`src/design/tdp_pkg.sv`:
```
// Shared types, constants and the per-lane ternary term function
// for the ternary weight dot product unit. No dependencies.
package tdp_pkg;

    localparam int ACT_W     = 8;   // int8 activation
    localparam int ACTS      = 4;   // activations per request
    localparam int LANES     = 8;   // dot_row ports
    localparam int WBYTE_W   = 8;   // packed weight byte per lane
    localparam int CODE_W    = 2;
    localparam int PROD_W    = 9;   // one (c-1)*a product
    localparam int TERM_W    = 11;  // sum of four products
    localparam int SUM_W     = 24;  // wrapping accumulator
    localparam int ROWS_W    = 4;   // active_rows register
    localparam logic [ROWS_W-1:0] ROWS_RESET = 4'd8;

    // 2-bit weight codes
    localparam logic [CODE_W-1:0] CODE_NEG  = 2'd0;  // -1
    localparam logic [CODE_W-1:0] CODE_ZERO = 2'd1;  //  0
    localparam logic [CODE_W-1:0] CODE_POS  = 2'd2;  // +1
    localparam logic [CODE_W-1:0] CODE_DBL  = 2'd3;  // +2

    typedef logic signed [ACT_W-1:0]  t_act;
    typedef t_act [ACTS-1:0]          t_act_vec;
    typedef logic [WBYTE_W-1:0]       t_wbyte;
    typedef logic [SUM_W-1:0]         t_sum;
    typedef logic signed [TERM_W-1:0] t_term;

    // Per-lane control from the top level
    typedef struct packed {
        logic step;   // request consumed this cycle
        logic last;   // it closes the vector: clear after use
    } t_lane_ctl;

    // Bits 7:6 pair with act[0], down to bits 1:0 with act[3]
    function automatic t_term lane_term(input t_wbyte wb, input t_act_vec act);
        logic [CODE_W-1:0]        code;
        logic signed [PROD_W-1:0] a;
        logic signed [PROD_W-1:0] prod;
        t_term                    acc;
        acc = '0;
        for (int q = 0; q < ACTS; q++) begin
            code = wb[WBYTE_W-1-CODE_W*q -: CODE_W];
            a    = {act[q][ACT_W-1], act[q]};
            case (code)
                CODE_NEG:  prod = -a;
                CODE_ZERO: prod = '0;
                CODE_POS:  prod = a;
                default:   prod = a <<< 1;
            endcase
            acc = acc + {{(TERM_W-PROD_W){prod[PROD_W-1]}}, prod};
        end
        return acc;
    endfunction

endpackage

```
`src/design/tdp_lane.sv`:
```
// One weight row: ternary term of four activations plus a 24-bit
// wrapping accumulator. Depends on tdp_pkg.
module tdp_lane
    import tdp_pkg::*;
(
    input  logic      i_clk,
    input  logic      i_rst_n,
    input  t_lane_ctl i_ctl,
    input  t_wbyte    i_wbyte,
    input  t_act_vec  i_act,
    output t_sum      o_sum_next
);

    t_sum  r_acc;
    t_sum  n_acc;
    t_term term;

    assign term       = lane_term(i_wbyte, i_act);
    assign o_sum_next = r_acc + {{(SUM_W-TERM_W){term[TERM_W-1]}}, term};

    always_comb begin
        n_acc = r_acc;
        if (i_ctl.step) begin
            n_acc = i_ctl.last ? '0 : o_sum_next;
        end
    end

    always_ff @(posedge i_clk) begin
        if (!i_rst_n) begin
            r_acc <= '0;
        end else begin
            r_acc <= n_acc;
        end
    end

endmodule

```
`src/design/tdp_len_count.sv`:
```
// Vector length counter: saturates one past the limit and flags overflow.
// Depends on tdp_pkg.
module tdp_len_count
    import tdp_pkg::*;
#(
    parameter int MAX_LENGTH = 16384
) (
    input  logic      i_clk,
    input  logic      i_rst_n,
    input  t_lane_ctl i_ctl,
    output logic      o_overflow_next
);

    localparam int ITEM_LIMIT = MAX_LENGTH / 4;
    localparam int CNT_W      = $clog2(ITEM_LIMIT + 2);
    localparam logic [CNT_W-1:0] LIMIT = CNT_W'(ITEM_LIMIT);

    logic [CNT_W-1:0] r_cnt;
    logic [CNT_W-1:0] cnt_inc;
    logic [CNT_W-1:0] n_cnt;

    // count includes the current request; holds at limit + 1
    assign cnt_inc         = (r_cnt <= LIMIT) ? r_cnt + 1'b1 : r_cnt;
    assign o_overflow_next = cnt_inc > LIMIT;

    always_comb begin
        n_cnt = r_cnt;
        if (i_ctl.step) begin
            n_cnt = i_ctl.last ? '0 : cnt_inc;
        end
    end

    always_ff @(posedge i_clk) begin
        if (!i_rst_n) begin
            r_cnt <= '0;
        end else begin
            r_cnt <= n_cnt;
        end
    end

endmodule

```
`src/design/ternary_weight_dot_product_unit.sv`:
```
// Top level of the ternary weight dot product unit: input register, up to
// eight accumulating lanes (ROW_LANES), length counter and result register.
// Depends on tdp_pkg, tdp_lane and tdp_len_count.
// Usage
//   Input channel (i_in_valid / o_in_ready): each request carries four int8
//   activations and one packed weight byte per row (byte k for row k). The
//   request with i_row_end high closes the vector.
//   Output channel (o_out_valid / i_out_ready): one result per closed vector,
//   eight 24-bit signed sums plus the overflow flag (more than MAX_LENGTH/4
//   requests in the vector). Rows at or above active_rows or ROW_LANES read 0.
//   Config: i_cfg_wr_en / i_cfg_wr_data write active_rows (reset 8); write
//   only while the unit is idle.
// Timing
//   A request is accepted into the input register and, once consumed, is
//   summed into the accumulators; a row_end request instead loads its
//   total into the result register, which offers it, and clears the
//   accumulators. One request per cycle unless a row_end request waits.
// Stall
//   While a result waits, non-final requests keep flowing into the
//   accumulators; only the next row_end request waits in the input register.
// Reset
//   Synchronous, active low: empties both registers, clears the sums and
//   the length counter, and sets active_rows to 8.
module ternary_weight_dot_product_unit
    import tdp_pkg::*;
#(
    parameter int MAX_LENGTH = 16384,
    parameter int ROW_LANES  = 8
) (
    input  logic               i_clk,
    input  logic               i_rst_n,
    // configuration
    input  logic               i_cfg_wr_en,
    input  logic [ROWS_W-1:0]  i_cfg_wr_data,
    // request channel
    input  logic               i_in_valid,
    output logic               o_in_ready,
    input  logic signed [7:0]  i_act_q0,
    input  logic signed [7:0]  i_act_q1,
    input  logic signed [7:0]  i_act_q2,
    input  logic signed [7:0]  i_act_q3,
    input  logic [63:0]        i_weight_bytes,
    input  logic               i_row_end,
    // result channel
    output logic               o_out_valid,
    input  logic               i_out_ready,
    output logic signed [23:0] o_dot_row0,
    output logic signed [23:0] o_dot_row1,
    output logic signed [23:0] o_dot_row2,
    output logic signed [23:0] o_dot_row3,
    output logic signed [23:0] o_dot_row4,
    output logic signed [23:0] o_dot_row5,
    output logic signed [23:0] o_dot_row6,
    output logic signed [23:0] o_dot_row7,
    output logic               o_overflow
);

    // ---- configuration register ----
    logic [ROWS_W-1:0] r_active_rows;

    always_ff @(posedge i_clk) begin
        if (!i_rst_n) begin
            r_active_rows <= ROWS_RESET;
        end else if (i_cfg_wr_en) begin
            r_active_rows <= i_cfg_wr_data;
        end
    end

    // ---- input register ----
    logic                     r_in_vld;
    t_act_vec                 r_act;
    logic [LANES*WBYTE_W-1:0] r_wbytes;
    logic                     r_last;

    logic      out_free;
    logic      consume;
    logic      accept;
    t_lane_ctl lane_ctl;

    assign out_free   = !o_out_valid || i_out_ready;
    // a final request also needs room in the result register
    assign consume    = r_in_vld && (!r_last || out_free);
    assign o_in_ready = !r_in_vld || consume;
    assign accept     = i_in_valid && o_in_ready;

    assign lane_ctl.step = consume;
    assign lane_ctl.last = r_last;

    always_ff @(posedge i_clk) begin
        if (!i_rst_n) begin
            r_in_vld <= 1'b0;
        end else if (o_in_ready) begin
            r_in_vld <= i_in_valid;
        end
    end

    // payload: no reset
    always_ff @(posedge i_clk) begin
        if (accept) begin
            r_act    <= {i_act_q3, i_act_q2, i_act_q1, i_act_q0};
            r_wbytes <= i_weight_bytes;
            r_last   <= i_row_end;
        end
    end

    // ---- lanes ----
    t_sum sum_next [LANES];
    logic ovf_next;

    for (genvar k = 0; k < LANES; k++) begin : g_lane
        if (k < ROW_LANES) begin : g_live
            tdp_lane u_lane (
                .i_clk      (i_clk),
                .i_rst_n    (i_rst_n),
                .i_ctl      (lane_ctl),
                .i_wbyte    (r_wbytes[k*WBYTE_W +: WBYTE_W]),
                .i_act      (r_act),
                .o_sum_next (sum_next[k])
            );
        end else begin : g_absent
            // rows beyond ROW_LANES have no accumulator and read zero
            assign sum_next[k] = '0;
        end
    end

    tdp_len_count #(
        .MAX_LENGTH (MAX_LENGTH)
    ) u_len (
        .i_clk           (i_clk),
        .i_rst_n         (i_rst_n),
        .i_ctl           (lane_ctl),
        .o_overflow_next (ovf_next)
    );

    // ---- result register ----
    logic r_out_vld;
    t_sum r_dot [LANES];
    logic r_ovf;
    logic load;

    assign load = consume && r_last;

    always_ff @(posedge i_clk) begin
        if (!i_rst_n) begin
            r_out_vld <= 1'b0;
        end else if (load) begin
            r_out_vld <= 1'b1;
        end else if (i_out_ready) begin
            r_out_vld <= 1'b0;
        end
    end

    always_ff @(posedge i_clk) begin
        if (load) begin
            for (int k = 0; k < LANES; k++) begin
                r_dot[k] <= (ROWS_W'(k) < r_active_rows) ? sum_next[k] : '0;
            end
            r_ovf <= ovf_next;
        end
    end

    assign o_out_valid = r_out_vld;
    assign o_dot_row0  = r_dot[0];
    assign o_dot_row1  = r_dot[1];
    assign o_dot_row2  = r_dot[2];
    assign o_dot_row3  = r_dot[3];
    assign o_dot_row4  = r_dot[4];
    assign o_dot_row5  = r_dot[5];
    assign o_dot_row6  = r_dot[6];
    assign o_dot_row7  = r_dot[7];
    assign o_overflow  = r_ovf;

endmodule

```
`config.mk`:
```
export PLATFORM = sky130hd
export DESIGN_NAME = ternary_weight_dot_product_unit
export DESIGN_NICKNAME = d
export VERILOG_FILES = /design/src/design/tdp_pkg.sv /design/src/design/tdp_lane.sv /design/src/design/tdp_len_count.sv /design/src/design/ternary_weight_dot_product_unit.sv
export SDC_FILE = /design/constraint.sdc
export NUM_CORES = 2
export LEC_CHECK = 0
export BUFFER_PORTS_ARGS = -buffer_cell sky130_fd_sc_hd__buf_2
export CELL_PAD_IN_SITES_DETAIL_PLACEMENT = 0
export CELL_PAD_IN_SITES_GLOBAL_PLACEMENT = 1
export CORE_ASPECT_RATIO = 0.7
export CORE_MARGIN = 2
export CORE_UTILIZATION = 51
export DETAILED_ROUTE_END_ITERATION = 10
export PLACE_DENSITY = 0.95
export REMOVE_ABC_BUFFERS = 1
export SYNTH_ARGS = -nofsm -noshare
export SYNTH_HDL_FRONTEND = slang
export SYNTH_SLANG_ARGS = --single-unit
```
`constraint.sdc`:
```
create_clock -name i_clk -period 12.3 [get_ports i_clk]
set_input_delay 1.23 -clock i_clk [delete_from_list [all_inputs] [get_ports i_clk]]
set_output_delay 1.23 -clock i_clk [all_outputs]
set_load 0.01 [all_outputs]
```
==> flow_metrics.tcl <==
set metrics [dict create \
    cts_setup_buffers 0 \
    ioPinCount 301 \
    holdPathEnd "g_lane[6].g_live.u_lane.r_acc[0]" \
    power_switching_share_pct 45.86 \
    critical_path.reg2reg.endpoint "r_dot[1][94]" \
    final.hold.worst_slack_ps 458.1 \
    grt_antenna_before_repair 2 \
    cp_max_fo 18 \
    worst_r2r_path_depth 23 \
    routed_wl_um 120800 \
    final.setup_skew_ps 39.06 \
    cts_made_buffers 53 \
    grt_pass1_vias 32160 \
    status "completed" \
    netlist_instances 4727 \
    maxSlewHeadroom_pct 11.66 \
    numPortBuffers 300 \
    grt_first_pass_wirelength_um 185500 \
    dr.first_iter.drc_count 3965 \
    leading_cell_types_in_the_layout_fill_and_taps_excluded "577 x sky130_fd_sc_hd__nor2_1, 400 x sky130_fd_sc_hd__o21ai_0, 366 x sky130_fd_sc_hd__ha_1" \
    diodes 0 \
    worstHoldPathCells 2 \
    holdCritStartpoint "g_lane[6].g_live.u_lane.r_acc[0]" \
    postSynth.topFlopCell "sky130_fd_sc_hd__edfxtp_1" \
    drv_cap 0 \
    leakage_power_total_nw 19.11 \
    max_clock_freq_ghz 0.1049 \
    gr-total-overflow 0 \
    total_die_area_um2 82140 \
    critical_path.endpoint_type "flop" \
    p_clk_share_pct 15.9 \
    final_cell_count_no_fill 5937 \
    clockBufferDepth 3 \
    ys.warnings.count 0 \
    crit_type "reg -> reg" \
    firstDrtPassIters 6 \
    dp_hpwl_um 88340 \
    fp.dieW_um 341.7 \
    net-switching-power_mw 5.216 \
    seqPwrFrac_pct 21.8 \
    clk_root_buffer_cell "sky130_fd_sc_hd__clkbuf_16" \
    clk_transition_reported_paths_ps 80 \
    critPathLaunch "r_act[25]" \
    fp.dieH_um 240.4 \
    crit-reg2reg-launch "r_act[25]" \
    worstSkewPairLatency_ps 650 \
    setup.reg_to_reg.worst_slack_ps 2770 \
    synth_enable_flop_cells 290 \
    via_to_cell_ratio 5.931 \
    timing.critical_path.arrival_ps 9900 \
    final_report_setup_violation_count 0 \
    rows 86 \
    total_instance_count_after_detailed_placement 5839 \
    max-vdd-ir-drop_mv 0.1355 \
    layout-drive-gt1-share_pct 11.64 \
    synth.yosys.seq_area_share_pct 31.76 \
    cts_hold_buf 0 \
    synthesis.area_per_instance_um2 8.613 \
    rsz0062_at_grt "no" \
    maxSlewViolCount 0 \
    internal-power_mw 6.159 \
    cellPowerDensity_nw_per_um2 253.4 \
    pin_count_of_the_biggest_net_entering_global_routing 84 \
    htree_num_levels 2 \
    cts_tree "yes" \
    finalHoldViolations 0 \
    syn_to_final_growth_pct 10.25 \
    vias 35210 \
    finalWeightedCongestion 0.9654 \
    fp.coreArea_um2 78870 \
    timing.final.crit_share_pct 77.51 \
    clock_sinks 501 \
    ys_types 88 \
    final_core_util_pct 56.91 \
    start_util_pct 51.62 \
    transition_time_at_the_pin_with_the_least_slew_margin_ps 1322 \
    detail-route-antenna-nets 0 \
    cts.repair.resized 0 \
    timing.critical_path.from_type "flop" \
    critical_path_required_ps 12670 \
    min_period_ps 9533 \
    synth.ff_latch_count 501 \
    grt_usage_pct 28.76 \
    setup_tns_ps 0 \
    wl_per_cell_um 20.35 \
    layout.nets 5414 \
    combPwrFrac_pct 62.2 \
    drc 0 \
    layout.cells.most_common "sky130_fd_sc_hd__nor2_1" \
    hold_path.class "reg -> reg" \
    synthesis.area_um2 40710 \
    postSynth.asyncResetShare_pct 0 \
]
[worst max-delay path by stage]
stage	end	slack [ps]	cells after the start
after CTS	r_dot[1][94]	3000	23
after global placement	r_dot[1][94]	3160	23
after global routing	r_dot[1][94]	2380	22
final	r_dot[1][94]	2770	23
after detailed placement	r_dot[1][94]	3040	23
after floorplan	r_dot[0][70]	4640	26
[critical path, stage by stage, from the launching register on]
cell,delay [ps]
sky130_fd_sc_hd__edfxtp_1,670
sky130_fd_sc_hd__inv_1,380
sky130_fd_sc_hd__ha_1,530
sky130_fd_sc_hd__nor3b_2,920
sky130_fd_sc_hd__nor3b_2,1050
sky130_fd_sc_hd__nor2b_1,1120
sky130_fd_sc_hd__nor4_1,110
sky130_fd_sc_hd__a21oi_1,350
sky130_fd_sc_hd__fa_1,480
sky130_fd_sc_hd__inv_1,80
sky130_fd_sc_hd__ha_1,190
sky130_fd_sc_hd__a31o_2,160
sky130_fd_sc_hd__a21oi_1,90
sky130_fd_sc_hd__xnor2_2,850
sky130_fd_sc_hd__ha_1,450
sky130_fd_sc_hd__a21oi_1,140
sky130_fd_sc_hd__o21ai_0,110
sky130_fd_sc_hd__a31oi_1,150
sky130_fd_sc_hd__inv_1,80
sky130_fd_sc_hd__o311ai_2,300
sky130_fd_sc_hd__a21oi_1,140
sky130_fd_sc_hd__or4_1,410
sky130_fd_sc_hd__a311oi_1,370
sky130_fd_sc_hd__nor3_1,100
[per-stage QoR]
stage               cell area (um^2)  total power [mW]  worst slack, ps
global route                   44880             12.29             2379
global placement               42950             9.350             3165
detailed placement             42950             9.451             3043
floorplan                      39560             7.723             4642
finish                         44880             11.38             2767
CTS                            44880             11.32             3002
[flip-flops by register name (all words and copies together), names as in the netlist, 4 cells and up]
signal                      flops
g_lane.g_live.u_lane.r_acc    192
r_act                          32
r_active_rows                   4
r_dot                         192
r_wbytes                       64
u_len.r_cnt                    13
[area by class of cell]
class                           instances  area [um^2]
Fill cell                            7109        33990
Multi-Input combinational cell       3719        25980
Sequential cell                       501        12930
Timing Repair Buffer                  360         1952
Clock buffer                           58         1345
Tap cell                             1056         1321
Inverter                              203        764.5
Clock inverter                         40        591.8
[cell families after synthesis]
kind of cell    Yosys count  share of synthesized area, %
xor+xnor                407                         8.789
simple gates           1453                         16.41
fa+ha+maj               470                         16.36
flops                   501                         31.76
buf+inv                 507                         4.702
compound gates         1324                         20.25
mux                      65                         1.724
[cell usage after synthesis (9+ instances only)]
library cell,count,area [um^2]
sky130_fd_sc_hd__nor2_1,582,2185
sky130_fd_sc_hd__o21ai_0,400,2002
sky130_fd_sc_hd__ha_1,366,4579
sky130_fd_sc_hd__a21oi_1,348,1742
sky130_fd_sc_hd__nand2_1,326,1224
sky130_fd_sc_hd__xnor2_1,295,2584
sky130_fd_sc_hd__edfxtp_1,290,8708
sky130_fd_sc_hd__clkbuf_1,283,1062
sky130_fd_sc_hd__dfxtp_1,211,4224
sky130_fd_sc_hd__inv_1,201,754.5
sky130_fd_sc_hd__a21o_1,142,1066
sky130_fd_sc_hd__nor3_1,123,615.6
sky130_fd_sc_hd__nand3_1,113,565.5
sky130_fd_sc_hd__xor2_1,111,972.2
sky130_fd_sc_hd__fa_1,104,2082
sky130_fd_sc_hd__o21bai_1,57,427.9
sky130_fd_sc_hd__and2_1,54,337.8
sky130_fd_sc_hd__nor2b_1,51,319.1
sky130_fd_sc_hd__a22o_1,46,402.9
sky130_fd_sc_hd__o21a_1,43,322.8
sky130_fd_sc_hd__mux2_2,40,450.4
sky130_fd_sc_hd__nand2b_1,38,237.7
sky130_fd_sc_hd__a31oi_1,36,225.2
sky130_fd_sc_hd__nor4_1,36,225.2
sky130_fd_sc_hd__o31a_1,34,297.8
sky130_fd_sc_hd__a22oi_1,33,247.7
sky130_fd_sc_hd__nand4_1,27,168.9
sky130_fd_sc_hd__a211oi_1,25,187.7
sky130_fd_sc_hd__o211ai_1,25,187.7
sky130_fd_sc_hd__o22ai_1,25,156.4
sky130_fd_sc_hd__mux2i_1,24,240.2
sky130_fd_sc_hd__nor3b_1,19,142.6
sky130_fd_sc_hd__and3_1,18,112.6
sky130_fd_sc_hd__buf_1,14,52.55
sky130_fd_sc_hd__a31o_2,12,105.1
sky130_fd_sc_hd__nand3b_1,12,90.09
sky130_fd_sc_hd__nor3b_2,12,150.1
sky130_fd_sc_hd__or3_1,12,75.07
sky130_fd_sc_hd__o21ai_1,11,55.05
sky130_fd_sc_hd__a2111oi_0,9,78.83
sky130_fd_sc_hd__or2_2,9,56.30
[power groups by stage]
| stage | registers, mW | logic (mW) | clock network (mW) |
|---|---|---|---|
| after floorplan | 2.56 | 5.16 | 0 |
| after global placement | 2.51 | 6.84 | 0 |
| after detailed placement | 2.52 | 6.93 | 0 |
| after CTS | 2.48 | 7.00 | 1.84 |
| after global routing | 2.51 | 7.87 | 1.91 |
| final | 2.49 | 7.08 | 1.81 |
[per-layer routing]
| metal | global-route usage [%] | wire length (um) | vias up |
|---|---|---|---|
| met5 | 0 | 13 | - |
| met4 | 6.741 | 2448 | 2 |
| met3 | 6.649 | 13390 | 172 |
| met2 | 41.09 | 49140 | 1493 |
| met1 | 43.44 | 55830 | 16570 |
| li1 | - | - | 16980 |
Note: power is estimated with default switching activity, not from simulation.
